### src/acia_pkg.sv
`timescale 1ns / 1ps
// Package: word types, operation codes and control register bit positions for the ACIA block.
package acia_pkg;

  localparam logic [1:0] OP_BUS_READ  = 2'd0;
  localparam logic [1:0] OP_BUS_WRITE = 2'd1;
  localparam logic [1:0] OP_LINE_BYTE = 2'd2;
  localparam logic [1:0] OP_TIME_TICK = 2'd3;

  localparam logic SEL_STATUS_CTRL = 1'b0;
  localparam logic SEL_DATA        = 1'b1;

  // control register fields
  localparam int          CT_RXIE_BIT  = 7;
  localparam logic [1:0]  CT_TXCTL_IRQ = 2'b01;

  localparam logic [15:0] CHAR_TIME_RESET = 16'd1041;

  typedef struct packed {
    logic [1:0]  operation;
    logic        reg_select;
    logic [7:0]  data_byte;
    logic [11:0] tick_us;
  } in_word_t;

  typedef struct packed {
    logic [7:0] read_data;
    logic       irq;
    logic       tx_valid;
    logic [7:0] tx_byte;
  } out_word_t;

  // interrupt request level from the status flags and the control register
  function automatic logic irq_level(logic rx_full, logic tx_empty, logic [7:0] ctl);
    irq_level = (rx_full && ctl[CT_RXIE_BIT]) || (tx_empty && (ctl[6:5] == CT_TXCTL_IRQ));
  endfunction

endpackage

### src/acia_ram.sv
`timescale 1ns / 1ps
// Generic single-write, single-read RAM with registered read data (read-first).
module acia_ram #(
  parameter int WIDTH = 8,
  parameter int DEPTH = 256
) (
  input  logic                           clk,
  input  logic                           wr_en,
  input  logic [$clog2(DEPTH)-1:0]       wr_addr,
  input  logic [WIDTH-1:0]               wr_data,
  input  logic [$clog2(DEPTH)-1:0]       rd_addr,
  output logic [WIDTH-1:0]               rd_data
);

  logic [WIDTH-1:0] mem [DEPTH];

  always_ff @(posedge clk) begin
    if (wr_en) begin
      mem[wr_addr] <= wr_data;
    end
    rd_data <= mem[rd_addr];
  end

endmodule

### src/acia_uart_registers_unit.sv
`timescale 1ns / 1ps
// Top level: MC6850-style ACIA register model with receive FIFO and microsecond timing.
//
// One word enters per cycle while the result side keeps up, and each word gives exactly
// one result word. A word is taken into an input register, and all its work (register
// updates, FIFO push or pop, countdowns, interrupt level) is done in the logic between
// that register and the result register. While an older result still waits, the input
// register can still take one new word if it is empty. Line bytes queue in a FIFO_DEPTH
// x 8 RAM with registered read; the head byte is kept in a register and the RAM keeps
// the byte behind it prefetched (with a bypass for a byte written in the same cycle),
// so a delivery tick can follow any other word in the next cycle. A byte arriving while
// the FIFO is full is dropped. The receive delivery moves one byte per character
// time into the holding register; a character time of zero counts as one. cfg_wdata is
// taken whenever cfg_we is high and should only be written while the block is idle.
module acia_uart_registers_unit
  import acia_pkg::*;
#(
  parameter int FIFO_DEPTH = 256
) (
  input  logic      clk,
  input  logic      rst_n,
  input  logic      in_valid,
  output logic      in_ready,
  input  in_word_t  in_data,
  output logic      out_valid,
  input  logic      out_ready,
  output out_word_t out_data,
  input  logic        cfg_we,
  input  logic [15:0] cfg_wdata
);

  localparam int AW = $clog2(FIFO_DEPTH);
  localparam int CW = $clog2(FIFO_DEPTH + 1);
  localparam logic [AW-1:0] LAST_SLOT = AW'(FIFO_DEPTH - 1);
  localparam logic [CW-1:0] FULL_CNT  = CW'(FIFO_DEPTH);

  // pipeline registers
  logic      in_vld_r;
  in_word_t  in_q_r;
  logic      out_vld_r;
  out_word_t out_q_r;
  logic      fire;

  // architectural state
  logic [15:0] char_time_r;
  logic [7:0]  control_r, control_nxt;
  logic        rx_full_r, rx_full_nxt;
  logic        tx_empty_r, tx_empty_nxt;
  logic [7:0]  rx_holding_r, rx_holding_nxt;
  logic [15:0] tx_cnt_r, tx_cnt_nxt;
  logic [15:0] rx_cnt_r, rx_cnt_nxt;

  // FIFO bookkeeping
  logic [AW-1:0] rd_slot_r, wr_slot_r;
  logic [AW-1:0] rd_inc, rd_inc2, wr_inc, ram_rd_addr;
  logic [CW-1:0] fifo_cnt_r;
  logic [7:0]    head_r;
  logic          byp_sel_r;
  logic [7:0]    byp_data_r;
  logic [7:0]    ram_rd_data;
  logic [7:0]    prefetch;
  logic          push, pop, push_en, pop_en;

  logic [15:0] char_eff;
  logic [15:0] tick16;
  logic [15:0] rx_left;
  logic [7:0]  status_cur;
  out_word_t   res;

  assign fire      = in_vld_r && (!out_vld_r || out_ready);
  assign in_ready  = !in_vld_r || fire;
  assign out_valid = out_vld_r;
  assign out_data  = out_q_r;

  assign char_eff   = (char_time_r == 16'd0) ? 16'd1 : char_time_r;
  assign tick16     = {4'd0, in_q_r.tick_us};
  assign status_cur = {irq_level(rx_full_r, tx_empty_r, control_r), 5'd0, tx_empty_r, rx_full_r};

  // slot arithmetic wraps at FIFO_DEPTH
  assign rd_inc  = (rd_slot_r == LAST_SLOT) ? '0 : rd_slot_r + 1'b1;
  assign rd_inc2 = (rd_inc == LAST_SLOT) ? '0 : rd_inc + 1'b1;
  assign wr_inc  = (wr_slot_r == LAST_SLOT) ? '0 : wr_slot_r + 1'b1;

  assign push_en = fire && push;
  assign pop_en  = fire && pop;

  // keep the entry behind the head prefetched
  assign ram_rd_addr = pop_en ? rd_inc2 : rd_inc;
  assign prefetch    = byp_sel_r ? byp_data_r : ram_rd_data;

  // per-word work
  always_comb begin
    control_nxt    = control_r;
    rx_full_nxt    = rx_full_r;
    tx_empty_nxt   = tx_empty_r;
    rx_holding_nxt = rx_holding_r;
    tx_cnt_nxt     = tx_cnt_r;
    rx_cnt_nxt     = rx_cnt_r;
    rx_left        = rx_cnt_r;
    push           = 1'b0;
    pop            = 1'b0;
    res            = '0;
    unique case (in_q_r.operation)
      OP_BUS_READ: begin
        if (in_q_r.reg_select == SEL_STATUS_CTRL) begin
          res.read_data = status_cur;
        end else begin
          // data read returns the holding byte even if not full
          res.read_data = rx_holding_r;
          rx_full_nxt   = 1'b0;
        end
      end
      OP_BUS_WRITE: begin
        if (in_q_r.reg_select == SEL_STATUS_CTRL) begin
          control_nxt = in_q_r.data_byte;
        end else begin
          res.tx_valid = 1'b1;
          res.tx_byte  = in_q_r.data_byte;
          tx_cnt_nxt   = char_eff;
          tx_empty_nxt = 1'b0;
        end
      end
      OP_LINE_BYTE: begin
        push = (fifo_cnt_r != FULL_CNT);
      end
      OP_TIME_TICK: begin
        // transmit completion first, then receive delivery
        if (tx_cnt_r != 16'd0) begin
          tx_cnt_nxt = (tick16 >= tx_cnt_r) ? 16'd0 : tx_cnt_r - tick16;
          if (tx_cnt_nxt == 16'd0) begin
            tx_empty_nxt = 1'b1;
          end
        end
        rx_left    = (tick16 >= rx_cnt_r) ? 16'd0 : rx_cnt_r - tick16;
        rx_cnt_nxt = rx_left;
        if ((rx_left == 16'd0) && (fifo_cnt_r != '0)) begin
          pop            = 1'b1;
          rx_holding_nxt = head_r;
          rx_full_nxt    = 1'b1;
          rx_cnt_nxt     = char_eff;
        end
      end
      default: begin
      end
    endcase
    res.irq = irq_level(rx_full_nxt, tx_empty_nxt, control_nxt);
  end

  // input register
  always_ff @(posedge clk) begin
    if (!rst_n) begin
      in_vld_r <= 1'b0;
    end else if (in_valid && in_ready) begin
      in_vld_r <= 1'b1;
    end else if (fire) begin
      in_vld_r <= 1'b0;
    end
    if (in_valid && in_ready) begin
      in_q_r <= in_data;
    end
  end

  // result register
  always_ff @(posedge clk) begin
    if (!rst_n) begin
      out_vld_r <= 1'b0;
    end else if (fire) begin
      out_vld_r <= 1'b1;
    end else if (out_ready) begin
      out_vld_r <= 1'b0;
    end
    if (fire) begin
      out_q_r <= res;
    end
  end

  // configuration register
  always_ff @(posedge clk) begin
    if (!rst_n) begin
      char_time_r <= CHAR_TIME_RESET;
    end else if (cfg_we) begin
      char_time_r <= cfg_wdata;
    end
  end

  // register file and countdowns
  always_ff @(posedge clk) begin
    if (!rst_n) begin
      control_r    <= '0;
      rx_full_r    <= 1'b0;
      tx_empty_r   <= 1'b1;
      rx_holding_r <= '0;
      tx_cnt_r     <= '0;
      rx_cnt_r     <= '0;
    end else if (fire) begin
      control_r    <= control_nxt;
      rx_full_r    <= rx_full_nxt;
      tx_empty_r   <= tx_empty_nxt;
      rx_holding_r <= rx_holding_nxt;
      tx_cnt_r     <= tx_cnt_nxt;
      rx_cnt_r     <= rx_cnt_nxt;
    end
  end

  // FIFO pointers, count, head and bypass
  always_ff @(posedge clk) begin
    if (!rst_n) begin
      rd_slot_r  <= '0;
      wr_slot_r  <= '0;
      fifo_cnt_r <= '0;
      byp_sel_r  <= 1'b0;
    end else begin
      if (push_en) begin
        wr_slot_r  <= wr_inc;
        fifo_cnt_r <= fifo_cnt_r + 1'b1;
      end else if (pop_en) begin
        rd_slot_r  <= rd_inc;
        fifo_cnt_r <= fifo_cnt_r - 1'b1;
      end
      byp_sel_r <= push_en && (wr_slot_r == ram_rd_addr);
    end
    byp_data_r <= in_q_r.data_byte;
    if (push_en && (fifo_cnt_r == '0)) begin
      head_r <= in_q_r.data_byte;
    end else if (pop_en) begin
      head_r <= prefetch;
    end
  end

  acia_ram #(
    .WIDTH (8),
    .DEPTH (FIFO_DEPTH)
  ) u_rx_ram (
    .clk     (clk),
    .wr_en   (push_en),
    .wr_addr (wr_slot_r),
    .wr_data (in_q_r.data_byte),
    .rd_addr (ram_rd_addr),
    .rd_data (ram_rd_data)
  );

  // checks
  a_fifo_bound: assert property (@(posedge clk) disable iff (!rst_n)
    fifo_cnt_r <= FULL_CNT)
    else $error("rx fifo count above depth");

  a_empty_ptrs: assert property (@(posedge clk) disable iff (!rst_n)
    (fifo_cnt_r == '0) |-> (rd_slot_r == wr_slot_r))
    else $error("empty fifo with unequal pointers");

  a_tx_clears_empty: assert property (@(posedge clk) disable iff (!rst_n)
    (fire && (in_q_r.operation == OP_BUS_WRITE) && (in_q_r.reg_select == SEL_DATA))
    |=> (!tx_empty_r && (tx_cnt_r != 16'd0)))
    else $error("data write did not start transmit countdown");

  a_tx_no_read: assert property (@(posedge clk) disable iff (!rst_n)
    (out_vld_r && out_q_r.tx_valid) |-> (out_q_r.read_data == 8'd0))
    else $error("transmit word with read data");

endmodule

### config.mk
export PLATFORM = sky130hd
export DESIGN_NAME = acia_uart_registers_unit
export DESIGN_NICKNAME = d
export VERILOG_FILES = /design/src/acia_pkg.sv /design/src/acia_ram.sv /design/src/acia_uart_registers_unit.sv
export SDC_FILE = /design/constraint.sdc
export NUM_CORES = 2
export LEC_CHECK = 0
export BUFFER_PORTS_ARGS = -buffer_cell sky130_fd_sc_hd__buf_2
export CORE_ASPECT_RATIO = 0.75
export CORE_MARGIN = 2
export CORE_UTILIZATION = 55
export CTS_CLUSTER_DIAMETER = 80
export CTS_CLUSTER_SIZE = 14
export DETAILED_ROUTE_END_ITERATION = 8
export GPL_ROUTABILITY_DRIVEN = 0
export PLACE_DENSITY = 0.71
export RECOVER_POWER = 25
export SYNTH_ARGS = -nofsm -noshare
export SYNTH_HDL_FRONTEND = slang
export SYNTH_HIERARCHICAL = 1
export SYNTH_SLANG_ARGS = --single-unit
export TNS_END_PERCENT = 20
### constraint.sdc
create_clock -name clk -period 13.8 [get_ports clk]
set_input_delay 1.38 -clock clk [delete_from_list [all_inputs] [get_ports clk]]
set_output_delay 1.38 -clock clk [all_outputs]
set_load 0.02 [all_outputs]
Word level (Yosys, flattened, before mapping) --
Memory sizes are Yosys's and may differ from the RTL's. A register that Yosys moved wholly into a read port is not among the register bits. Index checks and enable logic that the tools add are counted.
Storage, ports and cells: output and inout port bits 20, logic and storage cells 121, RAM bits 2048, flip-flop bits (word level) 151, input bits 44, memories 1
Operators by class: multiplexer cells 36, reductions and logical operators 36, add/subtract/negate cells 7, order comparisons 2, eq/ne operators 12, bitwise logic cells 2
Memories:
- u_rx_ram.mem | words 256, width 8, rd ports 1, clocked after Yosys merged registers in 1, write ports 1, line acia_ram.sv:15 | logic [WIDTH-1:0] mem [DEPTH];
Operators with widths (number):
- $mux 16 | 6
- $mux 8 | 10
- $logic_not 16->1 | 3
- $ge 12x16->1 | 2
- $pmux 16 s2 | 1
- $sub 16x12->16 | 2
- $mux 9 | 3
- $add 8x1->8 const B | 3
- $eq 8x8->1 const B | 3
- $reduce_bool 16->1 | 1
- $mux 1 | 14
- $logic_and 1x1->1 | 11
- $reduce_bool 2->1 | 5
- $add 9x1->9 const B | 1
- $logic_not 9->1 | 1
- $ne 9x9->1 const B | 1
- $reduce_bool 9->1 | 1
- $sub 9x1->9 const B | 1
- $eq 8x8->1 | 1
- $reduce_and 2->1 | 4
- $eq 2x1->1 const B | 3
- $reduce_and 3->1 | 2
- $eq 2x2->1 const B | 2
- $logic_or 1x1->1 | 4
- 6 further kinds | 10

Depth between registers and ports, before layout --
depth in word-level cells 10, mapped depth 24, mapped depth without buffers 19

Hierarchy --
Netlist, hierarchy kept.
By module, submodules not included:
- acia_ram | cells an instance 3733, instances 1, sequential area each 61659.1 µm², area an instance 79556.3 µm²
- acia_uart_registers_unit | cells an instance 926, instances 1, sequential area each 3413.3 µm², area an instance 8438.1 µm²

Least setup slack after synthesis --
No wires, ideal clock.
kind reg-to-reg, from register in_q_r[0] (netlist bit), to register u_rx_ram.rd_data[0] (read register of u_rx_ram.mem), path slack 8911 ps, period minus slack after synthesis 4889 ps, stages on the path, launching flop included 23, arrival time 4758 ps, required time 13669 ps, buffers on the path 5, library setup time 131 ps, cell sequence edfxtp_1 > ha_1 > fa_1 > nand2b_1 > a21oi_1 > a2111oi_0 > a311oi_2 > o21ai_2 > a2111oi_4 > a31o_2 > nand3_2 > buf_6 > nor2_1 > xnor2_1 > buf_2 > buf_4 > buf_2 > buf_1 > mux4_2 > a22oi_1 > a21oi_1 > nor4_1 > nor4_2
On the way: longest elaborated chain between the ends 8, elaborated cells between the ends (all ways) 9, classes of those cells add/sub (1); order compare (1); mux (4); reduce/logical (3)
RTL lines:
- from (decl) | line acia_uart_registers_unit.sv:39 | in_word_t in_q_r;
- from (signal assigned) | line acia_uart_registers_unit.sv:159 | in_q_r <= in_data;
- $sub 16x12->16 or $ge 12x16->1 (tied branches) | line acia_uart_registers_unit.sv:134 | rx_left = (tick16 >= rx_cnt_r) ? 16'd0 : rx_cnt_r - tick16;
- $mux 16 * | line acia_uart_registers_unit.sv:134
- $logic_not 16->1 * | line acia_uart_registers_unit.sv:136 | if ((rx_left == 16'd0) && (fifo_cnt_r != '0)) begin
- $logic_and 1x1->1 * | line acia_uart_registers_unit.sv:136
- $mux 1 * | line acia_uart_registers_unit.sv:136
- $mux 1 * | line acia_uart_registers_unit.sv:103 | unique case (in_q_r.operation)
- $logic_and 1x1->1 * | line acia_uart_registers_unit.sv:85 | assign pop_en = fire && pop;
- $mux 8 * | line acia_uart_registers_unit.sv:88 | assign ram_rd_addr = pop_en ? rd_inc2 : rd_inc;
- net ram_rd_addr[1] | line acia_uart_registers_unit.sv:55 | logic [AW-1:0] rd_inc, rd_inc2, wr_inc, ram_rd_addr;
- to (decl) | line acia_ram.sv:12 | output logic [WIDTH-1:0] rd_data
The timed path passes the listed nets; every way through them passes the cells marked *. A chain may end at the register's enable or synchronous reset.

Worst setup path in the final report --
from register in_q_r[14] (netlist bit), to memory u_rx_ram.mem[80][2], data pin
RTL lines (line):
- to (decl) | acia_ram.sv:15
No word-level cell before the write port.

==> run metrics <==
cell taking the most area after synthesis=edfxtp_1; slowest cell on the critical path=clkbuf_1; Reg area=65070 um^2; R2R Path Start=in_q_r[14]; pwr/cell area=131.8 nW/um^2; final setup fails=0; YS warnings=6; EDFF count, synth=2097; CP top delay family=buffers and inverters; Final nets=4793; initial drt markers=6845; worst endpoint required time=14.27 ns; Synth Area per Inst=18.89 um^2; Worst-path clk slew=0.07 ns; initial antenna violation count=9; post-DP HPWL=131900 um; r2r setup slk=5.23 ns; sw frac=0.2093; relative slew slack=-5.073; hold path endpoint=control_r[7]; synthesized area=87990 um^2; Core ar.=159400 um^2; slowest stage delay, CP=6.13 ns; Rows=127; CTS max path bufs=3; via/cell ratio=6.748; Die Wd=465.9 um; CTS tree=done; DRC viols=0; fraction of layout cells with a size suffix above 1=0.1725; cell count after synthesis=4659; IR drop worst, VDD=0.0001397 V; FFs w/ async S/R, synth=0; routed wire length=217600 um; max-cap viol count=9; Synth Flop Type=edfxtp_1; worst-margin pin slew=9.109 ns; CP Max Fanout=189; WL/cell=31.54 um; P_int=0.009885 W; clock group share of total power=0.359; Post-CTS Setup Repair Bufs=0; Port Buffers=63; Die H=350.4 um; Synth area leaders=edfxtp_1 72%, mux4_2 12%, dfxtp_1 2.4%, mux2i_1 2.1%, nor2_1 1.7%; Area Overhead vs Synth=7.778%; crit end category=flop; Cell variety after synth=96; post-route fraction of the period consumed by the critical path=0.6213; initial core utilization=0.5521; min Tclk post-route=8.574 ns; fin. max-slew vios=887; Via Count=46560; TritonCTS Buffers=175; unrepaired setup endpoints after global routing=no; Tot Pwr=0.01250 W; Top Ports=64; cell with the most instances after synthesis=edfxtp_1; synth cell count leaders=2097 x edfxtp_1, 454 x mux4_2, 407 x nor2_1; sequential area share after synthesis=0.7395; area share of the largest cell type after synthesis=0.7156; syn_nets=4744; final hold viol count=0; # resized after CTS=0; crit-path cells=clkbuf_1 > buf_4; global route overflow=0; Fill cells=11350; Synth Register Bits=2202; net switching power figure=0.002616 W; first-pass GRT wire length=315300 um; Worst R2R Path Depth=2; die area=163200 um^2; crit path launch type=flop; hold depth=2; Hold/Removal Path Class=reg2reg; CTS root buffer=clkbuf_16; status=finished with violations; clock sink total=2202; H-tree depth=4; Seq pwr share=0.590; Setup CP Type=reg2reg; global-route usage over all layers=0.2672; drt pass-1 iters=8; worst hold path startpoint=control_r[7]; Fmax=0.1166 GHz; worst skew pair latency=0.81 ns; largest net degree at the start of global routing=219; failing checks=capacitance limit, slew limit; hold_buf cts=0; setup tns final=0 ns; Comb power frac=0.052; Worst R2R End=u_rx_ram/mem[80][2]; area of the multi-input gates=21250 um^2; vias in the first global route=44570; WP buf/inv=2; fin util=0.5950; Setup Skew=0.03137 ns; Critical Path AT=9.05 ns; Leakage=30.15 nW; DRT antenna net count=0
## final cells by class
type | count | area share
Tap cell | 2128 | 0.02807
Inverter | 49 | 0.001939
Sequential cell | 2202 | 0.6861
Antenna cell | 1 | 0.00002639
Timing Repair Buffer | 148 | 0.01046
Clock inverter | 9 | 0.0009763
Clock buffer | 230 | 0.04835
Multi-Input combinational cell | 2132 | 0.2240
## routing by layer
layer	GRT usage	routed length [um]	vias up
li1	-	-	19080
met1	0.4061	88640	24410
met2	0.3875	96720	2696
met3	0.06530	26250	372
met4	0.07733	5994	2
met5	0	11	-
## tightest hold or removal path: cells and delay by family, from the launching register on
family,cells,cell delay (ns)
simple gates,1,0.05
flops,1,0.32
compound gates,1,0.05
## power groups by stage
stage,registers (W),clock network [W],logic [W]
finish,0.00737,0.00449,0.000645
global route,0.00737,0.00481,0.000689
CTS,0.00736,0.00456,0.000645
detailed placement,0.00750,0,0.000643
global placement,0.00750,0,0.000632
floorplan,0.00756,0,0.000409
## logic make-up after synthesis
family / after synthesis / synth area share
flops: 2202 / 0.7395
compound gates: 607 / 0.04817
buf+inv: 325 / 0.02062
xor+xnor: 48 / 0.005275
mux: 642 / 0.1380
fa+ha+maj: 41 / 0.006086
simple gates: 794 / 0.04234
## metrics by stage
| stage | instances | hold WS, ns | cell area (um^2) | setup slack (ns) |
|---|---|---|---|---|
| finish | 6899 | 0.4763 | 94840 | 5.226 |
| floorplan | 4659 | 0.4319 | 87990 | 8.911 |
| CTS | 6898 | 0.4766 | 94900 | 5.322 |
| global route | 6898 | 0.4949 | 94840 | 4.611 |
| detailed placement | 6659 | 0.4670 | 90230 | 5.212 |
| global placement | 6659 | 0.4486 | 90230 | 5.442 |
## flip-flops by register name, summed over array words and instances (netlist names)
name,count
u_rx_ram/mem,2048
rx_holding_r,8
byp_data_r,8
wr_slot_r,8
u_rx_ram/rd_data,8
in_q_r,23
char_time_r,16
rd_slot_r,8
fifo_cnt_r,9
tx_empty_r,1
rx_full_r,1
byp_sel_r,1
head_r,8
tx_cnt_r,16
out_valid,1
out_data,18
rx_cnt_r,16
control_r,3
in_vld_r,1
## cell usage in the layout (no fill, tap or decap), types with 20 or more instances in the layout
master	Yosys	final
nand3_1	55	55
mux4_2	454	454
nor2b_1	42	39
buf_2	38	54
xnor2_1	23	20
inv_1	44	44
mux2i_1	183	183
edfxtp_1	2097	2097
clkbuf_16	0	175
a21oi_1	147	147
o22ai_1	30	30
dfxtp_1	105	105
o221ai_1	53	53
nand4_1	20	20
clkbuf_1	143	74
nor4_1	42	38
nor3_1	46	46
a211oi_1	33	33
a22oi_1	138	138
o21ai_0	58	57
nand2_1	83	83
xor2_1	22	22
buf_4	28	68
ha_1	38	38
nor2_1	407	403
## worst max path at each step
stage / from / to / slack (ns) / cells past startpoint
floorplan: in_q_r[0] / u_rx_ram/rd_data[0] / 8.91 / 22
global placement: out_ready / u_rx_ram/rd_data[7] / 5.44 / 16
detailed placement: out_ready / u_rx_ram/rd_data[7] / 5.21 / 16
CTS: in_q_r[0] / u_rx_ram/rd_data[7] / 5.32 / 21
global route: in_q_r[14] / u_rx_ram/mem[64][2] / 4.61 / 2
finish: in_q_r[14] / u_rx_ram/mem[80][2] / 5.23 / 2
Power figures use the tool's default switching activity.
